`src/design/pfh_pkg.sv`:
```
// Shared types, constants and helper functions for the path segment hasher.
`default_nettype none

package pfh_pkg;

   // FNV-1a 32-bit constants
   localparam logic [31:0] FnvOffsetBasis = 32'd2166136261;
   localparam logic [31:0] FnvPrime       = 32'd16777619;

   // Segment boundary characters
   localparam logic [7:0] CharSlash     = 8'h2F;
   localparam logic [7:0] CharBackslash = 8'h5C;
   localparam logic [7:0] CharDot       = 8'h2E;
   localparam logic [7:0] CharStar      = 8'h2A;
   localparam logic [7:0] CharNul       = 8'h00;

   // ASCII bases for hex digits
   localparam logic [7:0] CharZero   = 8'h30;
   localparam logic [7:0] CharLowerA = 8'h61;

   // One boundary event handed from the front to the back
   typedef struct packed {
      logic [31:0] hash;
      logic        nonempty;
      logic [7:0]  sep;
   } qentry_type;

   // Back-end emit phase
   typedef enum logic {
      PH_HEX,
      PH_SEP
   } phase_type;

   function automatic logic is_boundary(input logic [7:0] b);
      return (b == CharSlash) || (b == CharBackslash) || (b == CharDot) ||
             (b == CharStar) || (b == CharNul);
   endfunction

   function automatic logic [7:0] hex_char(input logic [3:0] nib);
      logic [7:0] ext;
      ext = {4'h0, nib};
      if (nib < 4'd10) begin
         return CharZero + ext;
      end
      return CharLowerA + ext - 8'd10;
   endfunction

   // Index of the most significant nonzero nibble, zero when the word is zero
   function automatic logic [2:0] top_nibble(input logic [31:0] h);
      logic [2:0] top;
      top = 3'd0;
      for (int i = 1; i < 8; i++) begin
         if (h[4*i +: 4] != 4'h0) begin
            top = 3'(i);
         end
      end
      return top;
   endfunction

endpackage

`default_nettype wire

```
`src/design/pfh_front.sv`:
```
// Front end: accepts path bytes, folds segment bytes into the hash, queues boundaries.
`default_nettype none

module pfh_front (
   input  wire logic               clock,
   input  wire logic               reset,
   input  wire logic               req_valid,
   output logic                    req_ready,
   input  wire logic [7:0]         req_path_byte,
   output logic                    push_valid,
   input  wire logic               push_ready,
   output pfh_pkg::qentry_type     push_data
);
   import pfh_pkg::*;

   logic [31:0] hash_ff, hash_in;
   logic        nonempty_ff, nonempty_in;
   logic        boundary;
   logic        accept;
   logic [31:0] mixed;

   // Segment bytes never need the queue; boundaries wait for a free slot
   assign boundary  = is_boundary(req_path_byte);
   assign req_ready = push_ready || !boundary;
   assign accept    = req_valid && req_ready;

   assign push_valid         = req_valid && boundary;
   assign push_data.hash     = hash_ff;
   assign push_data.nonempty = nonempty_ff;
   assign push_data.sep      = req_path_byte;

   // Hash update
   always_comb begin
      mixed       = hash_ff ^ {24'h0, req_path_byte};
      hash_in     = hash_ff;
      nonempty_in = nonempty_ff;
      if (accept) begin
         if (boundary) begin
            hash_in     = FnvOffsetBasis;
            nonempty_in = 1'b0;
         end else begin
            hash_in     = 32'(mixed * FnvPrime);
            nonempty_in = 1'b1;
         end
      end
   end

   always_ff @(posedge clock) begin
      if (reset) begin
         hash_ff     <= FnvOffsetBasis;
         nonempty_ff <= 1'b0;
      end else begin
         hash_ff     <= hash_in;
         nonempty_ff <= nonempty_in;
      end
   end

endmodule

`default_nettype wire

```
`src/design/pfh_fifo.sv`:
```
// Small queue of boundary events between the front and back ends.
`default_nettype none

module pfh_fifo #(
   parameter int Depth = 4
) (
   input  wire logic                 clock,
   input  wire logic                 reset,
   input  wire logic                 push_valid,
   output logic                      push_ready,
   input  wire pfh_pkg::qentry_type  push_data,
   output logic                      pop_valid,
   input  wire logic                 pop_ready,
   output pfh_pkg::qentry_type       pop_data
);
   import pfh_pkg::*;

   localparam int PtrW = (Depth > 1) ? $clog2(Depth) : 1;
   localparam int CntW = $clog2(Depth + 1);
   localparam logic [PtrW-1:0] LastPtr = PtrW'(Depth - 1);
   localparam logic [CntW-1:0] FullCnt = CntW'(Depth);

   qentry_type          mem_ff [Depth];
   logic [PtrW-1:0]     wr_ptr_ff, wr_ptr_in;
   logic [PtrW-1:0]     rd_ptr_ff, rd_ptr_in;
   logic [CntW-1:0]     count_ff, count_in;
   logic                do_push, do_pop;

   assign push_ready = (count_ff != FullCnt);
   assign pop_valid  = (count_ff != '0);
   assign pop_data   = mem_ff[rd_ptr_ff];
   assign do_push    = push_valid && push_ready;
   assign do_pop     = pop_valid && pop_ready;

   // Pointer and fill count
   always_comb begin
      wr_ptr_in = wr_ptr_ff;
      rd_ptr_in = rd_ptr_ff;
      count_in  = count_ff;
      if (do_push) begin
         wr_ptr_in = (wr_ptr_ff == LastPtr) ? '0 : wr_ptr_ff + 1'b1;
      end
      if (do_pop) begin
         rd_ptr_in = (rd_ptr_ff == LastPtr) ? '0 : rd_ptr_ff + 1'b1;
      end
      if (do_push && !do_pop) begin
         count_in = count_ff + 1'b1;
      end else if (do_pop && !do_push) begin
         count_in = count_ff - 1'b1;
      end
   end

   always_ff @(posedge clock) begin
      if (reset) begin
         wr_ptr_ff <= '0;
         rd_ptr_ff <= '0;
         count_ff  <= '0;
      end else begin
         wr_ptr_ff <= wr_ptr_in;
         rd_ptr_ff <= rd_ptr_in;
         count_ff  <= count_in;
      end
   end

   // Storage
   always_ff @(posedge clock) begin
      if (do_push) begin
         mem_ff[wr_ptr_ff] <= push_data;
      end
   end

endmodule

`default_nettype wire

```
`src/design/pfh_back.sv`:
```
// Back end: turns queued boundaries into hex digits plus separator, one char per cycle when not stalled.
`default_nettype none

module pfh_back (
   input  wire logic                 clock,
   input  wire logic                 reset,
   input  wire logic                 pop_valid,
   output logic                      pop_ready,
   input  wire pfh_pkg::qentry_type  pop_data,
   output logic                      rsp_valid,
   input  wire logic                 rsp_ready,
   output logic [7:0]                rsp_out_char,
   output logic                      rsp_path_end
);
   import pfh_pkg::*;

   logic        work_valid_ff, work_valid_in;
   phase_type   phase_ff, phase_in;
   logic [2:0]  digit_ff, digit_in;
   logic [31:0] hash_ff, hash_in;
   logic [7:0]  sep_ff, sep_in;

   logic        rsp_valid_ff, rsp_valid_in;
   logic [7:0]  char_ff, char_in;
   logic        end_ff, end_in;

   logic        out_free;
   logic        emit;
   logic        finish;
   logic [31:0] shifted;

   assign rsp_valid    = rsp_valid_ff;
   assign rsp_out_char = char_ff;
   assign rsp_path_end = end_ff;

   assign out_free  = !rsp_valid_ff || rsp_ready;
   assign emit      = work_valid_ff && out_free;
   assign finish    = emit && (phase_ff == PH_SEP);
   assign pop_ready = !work_valid_ff || finish;
   assign shifted   = hash_ff >> {digit_ff, 2'b00};

   // Emit sequencer and output register
   always_comb begin
      work_valid_in = work_valid_ff;
      phase_in      = phase_ff;
      digit_in      = digit_ff;
      hash_in       = hash_ff;
      sep_in        = sep_ff;
      rsp_valid_in  = rsp_valid_ff && !rsp_ready;
      char_in       = char_ff;
      end_in        = end_ff;

      if (emit) begin
         rsp_valid_in = 1'b1;
         unique case (phase_ff)
            PH_HEX: begin
               char_in = hex_char(shifted[3:0]);
               end_in  = 1'b0;
               if (digit_ff == 3'd0) begin
                  phase_in = PH_SEP;
               end else begin
                  digit_in = digit_ff - 3'd1;
               end
            end
            PH_SEP: begin
               char_in       = sep_ff;
               end_in        = (sep_ff == CharNul);
               work_valid_in = 1'b0;
            end
            default: begin
               work_valid_in = 1'b0;
            end
         endcase
      end

      // Load the next boundary, possibly in the same cycle the last one finishes
      if (pop_valid && pop_ready) begin
         work_valid_in = 1'b1;
         hash_in       = pop_data.hash;
         sep_in        = pop_data.sep;
         digit_in      = top_nibble(pop_data.hash);
         phase_in      = pop_data.nonempty ? PH_HEX : PH_SEP;
      end
   end

   always_ff @(posedge clock) begin
      if (reset) begin
         work_valid_ff <= 1'b0;
         phase_ff      <= PH_SEP;
         rsp_valid_ff  <= 1'b0;
      end else begin
         work_valid_ff <= work_valid_in;
         phase_ff      <= phase_in;
         rsp_valid_ff  <= rsp_valid_in;
      end
   end

   always_ff @(posedge clock) begin
      digit_ff <= digit_in;
      hash_ff  <= hash_in;
      sep_ff   <= sep_in;
      char_ff  <= char_in;
      end_ff   <= end_in;
   end

endmodule

`default_nettype wire

```
`src/design/path_segment_fnv1a_hasher_top.sv`:
```
// Top level of the path segment FNV-1a hasher.
//
//   channel  | ports                               | moves
//   ---------+-------------------------------------+-------------------------------------
//   request  | req_valid, req_ready, req_path_byte | one path byte per transfer
//   response | rsp_valid, rsp_ready, rsp_out_char, | one hex digit, separator or final
//            | rsp_path_end                        | NUL (rsp_path_end set) per transfer
//
// Segment bytes are never stalled and are absorbed by the front-end hash register.
// A boundary byte enters the boundary queue (QueueDepth entries); the back end then
// emits 1 to 9 chars through the output register, one per cycle when not stalled.
// req_ready drops for a boundary byte only while the queue is full.
// Reset is synchronous and clears the hash, the queue and the output valid.
`default_nettype none

module path_segment_fnv1a_hasher_top #(
   parameter int QueueDepth = 4
) (
   input  wire logic        clock,
   input  wire logic        reset,
   input  wire logic        req_valid,
   output logic             req_ready,
   input  wire logic [7:0]  req_path_byte,
   output logic             rsp_valid,
   input  wire logic        rsp_ready,
   output logic [7:0]       rsp_out_char,
   output logic             rsp_path_end
);
   import pfh_pkg::*;

   logic       push_valid, push_ready;
   qentry_type push_data;
   logic       pop_valid, pop_ready;
   qentry_type pop_data;

   pfh_front u_front (
      .clock         (clock),
      .reset         (reset),
      .req_valid     (req_valid),
      .req_ready     (req_ready),
      .req_path_byte (req_path_byte),
      .push_valid    (push_valid),
      .push_ready    (push_ready),
      .push_data     (push_data)
   );

   pfh_fifo #(
      .Depth (QueueDepth)
   ) u_fifo (
      .clock      (clock),
      .reset      (reset),
      .push_valid (push_valid),
      .push_ready (push_ready),
      .push_data  (push_data),
      .pop_valid  (pop_valid),
      .pop_ready  (pop_ready),
      .pop_data   (pop_data)
   );

   pfh_back u_back (
      .clock        (clock),
      .reset        (reset),
      .pop_valid    (pop_valid),
      .pop_ready    (pop_ready),
      .pop_data     (pop_data),
      .rsp_valid    (rsp_valid),
      .rsp_ready    (rsp_ready),
      .rsp_out_char (rsp_out_char),
      .rsp_path_end (rsp_path_end)
   );

endmodule

`default_nettype wire

```
`config.mk`:
```
export PLATFORM = sky130hd
export DESIGN_NAME = path_segment_fnv1a_hasher_top
export DESIGN_NICKNAME = d
export VERILOG_FILES = /design/src/design/pfh_pkg.sv /design/src/design/pfh_front.sv /design/src/design/pfh_fifo.sv /design/src/design/pfh_back.sv /design/src/design/path_segment_fnv1a_hasher_top.sv
export SDC_FILE = /design/constraint.sdc
export NUM_CORES = 1
export LEC_CHECK = 0
export ABC_AREA = 1
export BUFFER_PORTS_ARGS = -buffer_cell sky130_fd_sc_hd__buf_2
export CAP_MARGIN = 15
export CORE_MARGIN = 3
export CORE_UTILIZATION = 64
export CTS_CLUSTER_DIAMETER = 50
export DETAILED_ROUTE_END_ITERATION = 8
export PLACE_DENSITY = 0.82
export SYNTH_ARGS = -nofsm -noshare
export SYNTH_HDL_FRONTEND = slang
export SYNTH_SLANG_ARGS = --single-unit
```
`constraint.sdc`:
```
create_clock -name clock -period 7.3 [get_ports clock]
set_clock_uncertainty 0.05 [all_clocks]
set_input_delay 1.825 -clock clock [delete_from_list [all_inputs] [get_ports clock]]
set_output_delay 1.825 -clock clock [all_outputs]
set_load 0.03 [all_outputs]
```
==> flow_metrics.py <==
metrics = {
    "outcome": {
        "status": "finished, final reports clean",
    },
    "routing": {
        "vias": 12200,
        "dr.max_layer_used": "met4",
        "dr.first_iter.drc_count": 1183,
        "detail-route-antenna-nets": 0,
        "avgRoutedWirePerCell_um": 19.2,
        "first_pass_iters": 5,
        "vias_per_cell": 5.83,
        "met1_length_um": 15400,
        "met3WireLength_um": 3310,
        "routed_wl_um": 40300,
        "drc": 0,
        "met2_wirelength_um": 20200,
    },
    "yosys": {
        "seq_area_frac_synth": 0.444,
        "synth_warnings": 0,
        "syn-num-nets": 1999,
        "synth_area_mm2": 0.0166,
        "synth_area_per_cell_um2": 9.69,
        "synth_cell_types": 52,
        "ys_ff_latch": 261,
        "syn_inst": 1718,
    },
    "clock_network": {
        "insertion_delay_ns": 0.56,
        "clock_sinks": 261,
        "clockBufferDepth": 3,
        "numCtsBuffers": 29,
        "cts_tree": "built",
        "clk_pin_slew_ns": 0.06,
        "cts_max_level": 1,
        "cts_hold_buf": 0,
        "cts-root-buf": "clkbuf_16",
        "cts_resized": 0,
        "cts_setup_buffers": 0,
    },
    "final_layout": {
        "area_delta_synth_final_pct": 8.37,
        "fin_nets": 2026,
        "final_common_cell": "nand2_1",
        "num-fill-cells": 1781,
        "antennaDiodeCount": 0,
        "final_cell_mix": "nand2_1, inv_1, edfxtp_1",
        "drive_gt1_frac": 0.0690,
    },
    "sta": {
        "max_freq_mhz": 154,
        "finalCritPeriodShare": 0.887,
        "drv_slew": 0,
        "setup_viol": 0,
        "rsz0062_at_grt": "no",
        "max-slew-margin-rel": 0.309,
        "worst_pin_slew_ns": 1.04,
        "finalSetupTns_ns": 0,
        "min_period_ns": 6.48,
        "hold_viol": 0,
    },
    "floorplan": {
        "rows": 58,
        "die_h_um": 167,
        "die_area_mm2": 0.0280,
        "coreArea_mm2": 0.0254,
        "pin_count": 23,
        "initial_core_util": 0.656,
        "die_x_um": 167,
    },
    "placement": {
        "io_buffers": 22,
        "gp_congestion": 0.926,
        "place_hpwl_um": 27800,
    },
    "global_routing": {
        "grt-ovfl-total": 0,
        "grt_usage": 0.289,
        "grt_max_degree": 99,
        "antenna_found_initial": 0,
        "grt_pass1_vias": 12500,
        "grt_pass1_wl_um": 64200,
    },
    "worst_setup_path": {
        "critical_path.max_stage_delay_ns": 0.54,
        "path_max_fanout": 9,
        "path_cells": "buf_2 > xor2_1 > ha_1 > ha_1 > fa_1 > ha_1 > fa_1 > ha_1 > inv_1 > fa_1 > inv_1 > ha_1 > a21oi_1 > o21ai_0 > inv_1 > nand3_1 > nand2_1 > nand2_1 > nand2_1 > nand3_1 > a21oi_2",
        "cpMostUsedCell": "ha_1",
        "cp_data_arrival_time_ns": 6.92,
        "crit_type": "primary input to register",
        "critPathCaptureType": "register",
        "slowest_stage": "fa_1",
        "crit_required_ns": 7.74,
        "cp-start-kind": "primary input",
    },
    "worst_hold_path": {
        "min_path_type": "register to register",
    },
    "job": {
        "maxCapViolCount": 0,
    },
}
## layer usage
metal | vias to the layer above | global-route usage
met2 | 528 | 0.505
met4 | 0 | 0.107
li1 | 5752 | -
met1 | 5856 | 0.364
met3 | 98 | 0.0491
met5 | - | 0
## cell type report
type,count,area (um^2),area share
multi-input cells,1114,7930,0.440
flip-flops and latches,261,7390,0.410
clock inverters,20,198,0.0110
clock buffers,33,741,0.0411
inverters,302,1140,0.0630
well taps,330,413,0.0229
repair buffers,37,235,0.0130
## through the flow
stage	utilization	area [um^2]	hold WS [ns]	setup slack, ns	cells
floorplan	-	16600	0.401	1.10	1718
global placement	0.673	17100	0.420	0.364	2043
detailed placement	0.673	17100	0.432	0.352	2043
CTS	0.710	18000	0.444	0.888	2096
global route	0.710	18000	0.477	0.626	2097
finish	0.710	18000	0.440	0.822	2097
## critical path, delay by kind of cell
family,cells,cell delay (ns)
AOI/OAI and AO/OA,3,0.59
xor gates and xnor gates,1,0.47
adders and majority gates,8,3.06
buffers and inverters,4,0.41
and+or+nand+nor,5,0.58
## cell usage after synthesis, drive strengths merged
cell type | instances | share of area
nor3 | 11 | 0.0039
a32o | 2 | 0.0012
dfxtp | 45 | 0.054
nand4 | 13 | 0.0049
clkinv | 1 | 0.00023
fa | 75 | 0.090
a31oi | 3 | 0.0011
xor2 | 17 | 0.0089
clkbuf | 19 | 0.0043
nand3b | 6 | 0.0027
buf | 22 | 0.0095
a21oi | 80 | 0.026
o21bai | 5 | 0.0023
o221ai | 2 | 0.0011
o211ai | 3 | 0.0014
ha | 194 | 0.15
o21ai | 90 | 0.027
o211a | 1 | 0.00060
nor3b | 1 | 0.00045
a22oi | 2 | 0.00090
a221oi | 1 | 0.00090
inv | 301 | 0.068
a21boi | 2 | 0.00090
edfxtp | 216 | 0.39
and3 | 2 | 0.00075
or2 | 9 | 0.0034
o21a | 1 | 0.00045
nand2 | 336 | 0.077
a21o | 1 | 0.00045
nor2 | 122 | 0.028
nor4 | 2 | 0.00075
nand2b | 2 | 0.00075
and2 | 3 | 0.0011
nand3 | 100 | 0.030
o31ai | 1 | 0.00045
o22ai | 24 | 0.0090
xnor2 | 3 | 0.0016
## flip-flops by register name, indices dropped and copies added, names as in the netlist, named ones only
name / count
u_fifo.mem_ff: 164
u_back.hash_ff: 32
u_front.hash_ff: 32
u_back.rsp_out_char: 8
u_back.sep_ff: 8
u_back.digit_ff: 3
u_fifo.count_ff: 3
u_fifo.rd_ptr_ff: 2
u_fifo.wr_ptr_ff: 2
u_back.phase_ff: 1
u_back.rsp_path_end: 1
u_back.rsp_valid: 1
u_back.work_valid_ff: 1
u_front.nonempty_ff: 1
## final timing paths
check / depth (start not counted) / start / to / slack [ns]
setup / recovery: 21 / req_path_byte[2] / u_front.hash_ff[30]$_SDFFE_PP0P_ / 0.82
hold / removal: 2 / u_back.work_valid_ff$_SDFFE_PP0P_ / u_back.rsp_valid$_SDFF_PP0_ / 0.44
setup reg to reg: 20 / u_front.hash_ff[2]$_SDFFE_PP1P_ / u_front.hash_ff[30]$_SDFFE_PP0P_ / 1.74
hold reg to reg: 2 / u_back.work_valid_ff$_SDFFE_PP0P_ / u_back.rsp_valid$_SDFF_PP0_ / 0.44
## cell families (layout without fill, tap and decap cells)
| logic type | Yosys count | after routing | share of synthesized area |
|---|---|---|---|
| XOR/XNOR | 20 | 20 | 0.0105 |
| adder cells (fa/ha/maj) | 269 | 269 | 0.236 |
| AND/OR/NAND/NOR | 607 | 607 | 0.154 |
| flip-flops | 261 | 261 | 0.444 |
| buffers and inverters | 343 | 392 | 0.0821 |
| AO/OA/AOI/OAI | 218 | 218 | 0.0738 |
Power is not shown: default switching activity piles up to over one toggle a cycle in this logic, so the estimate is an artifact.
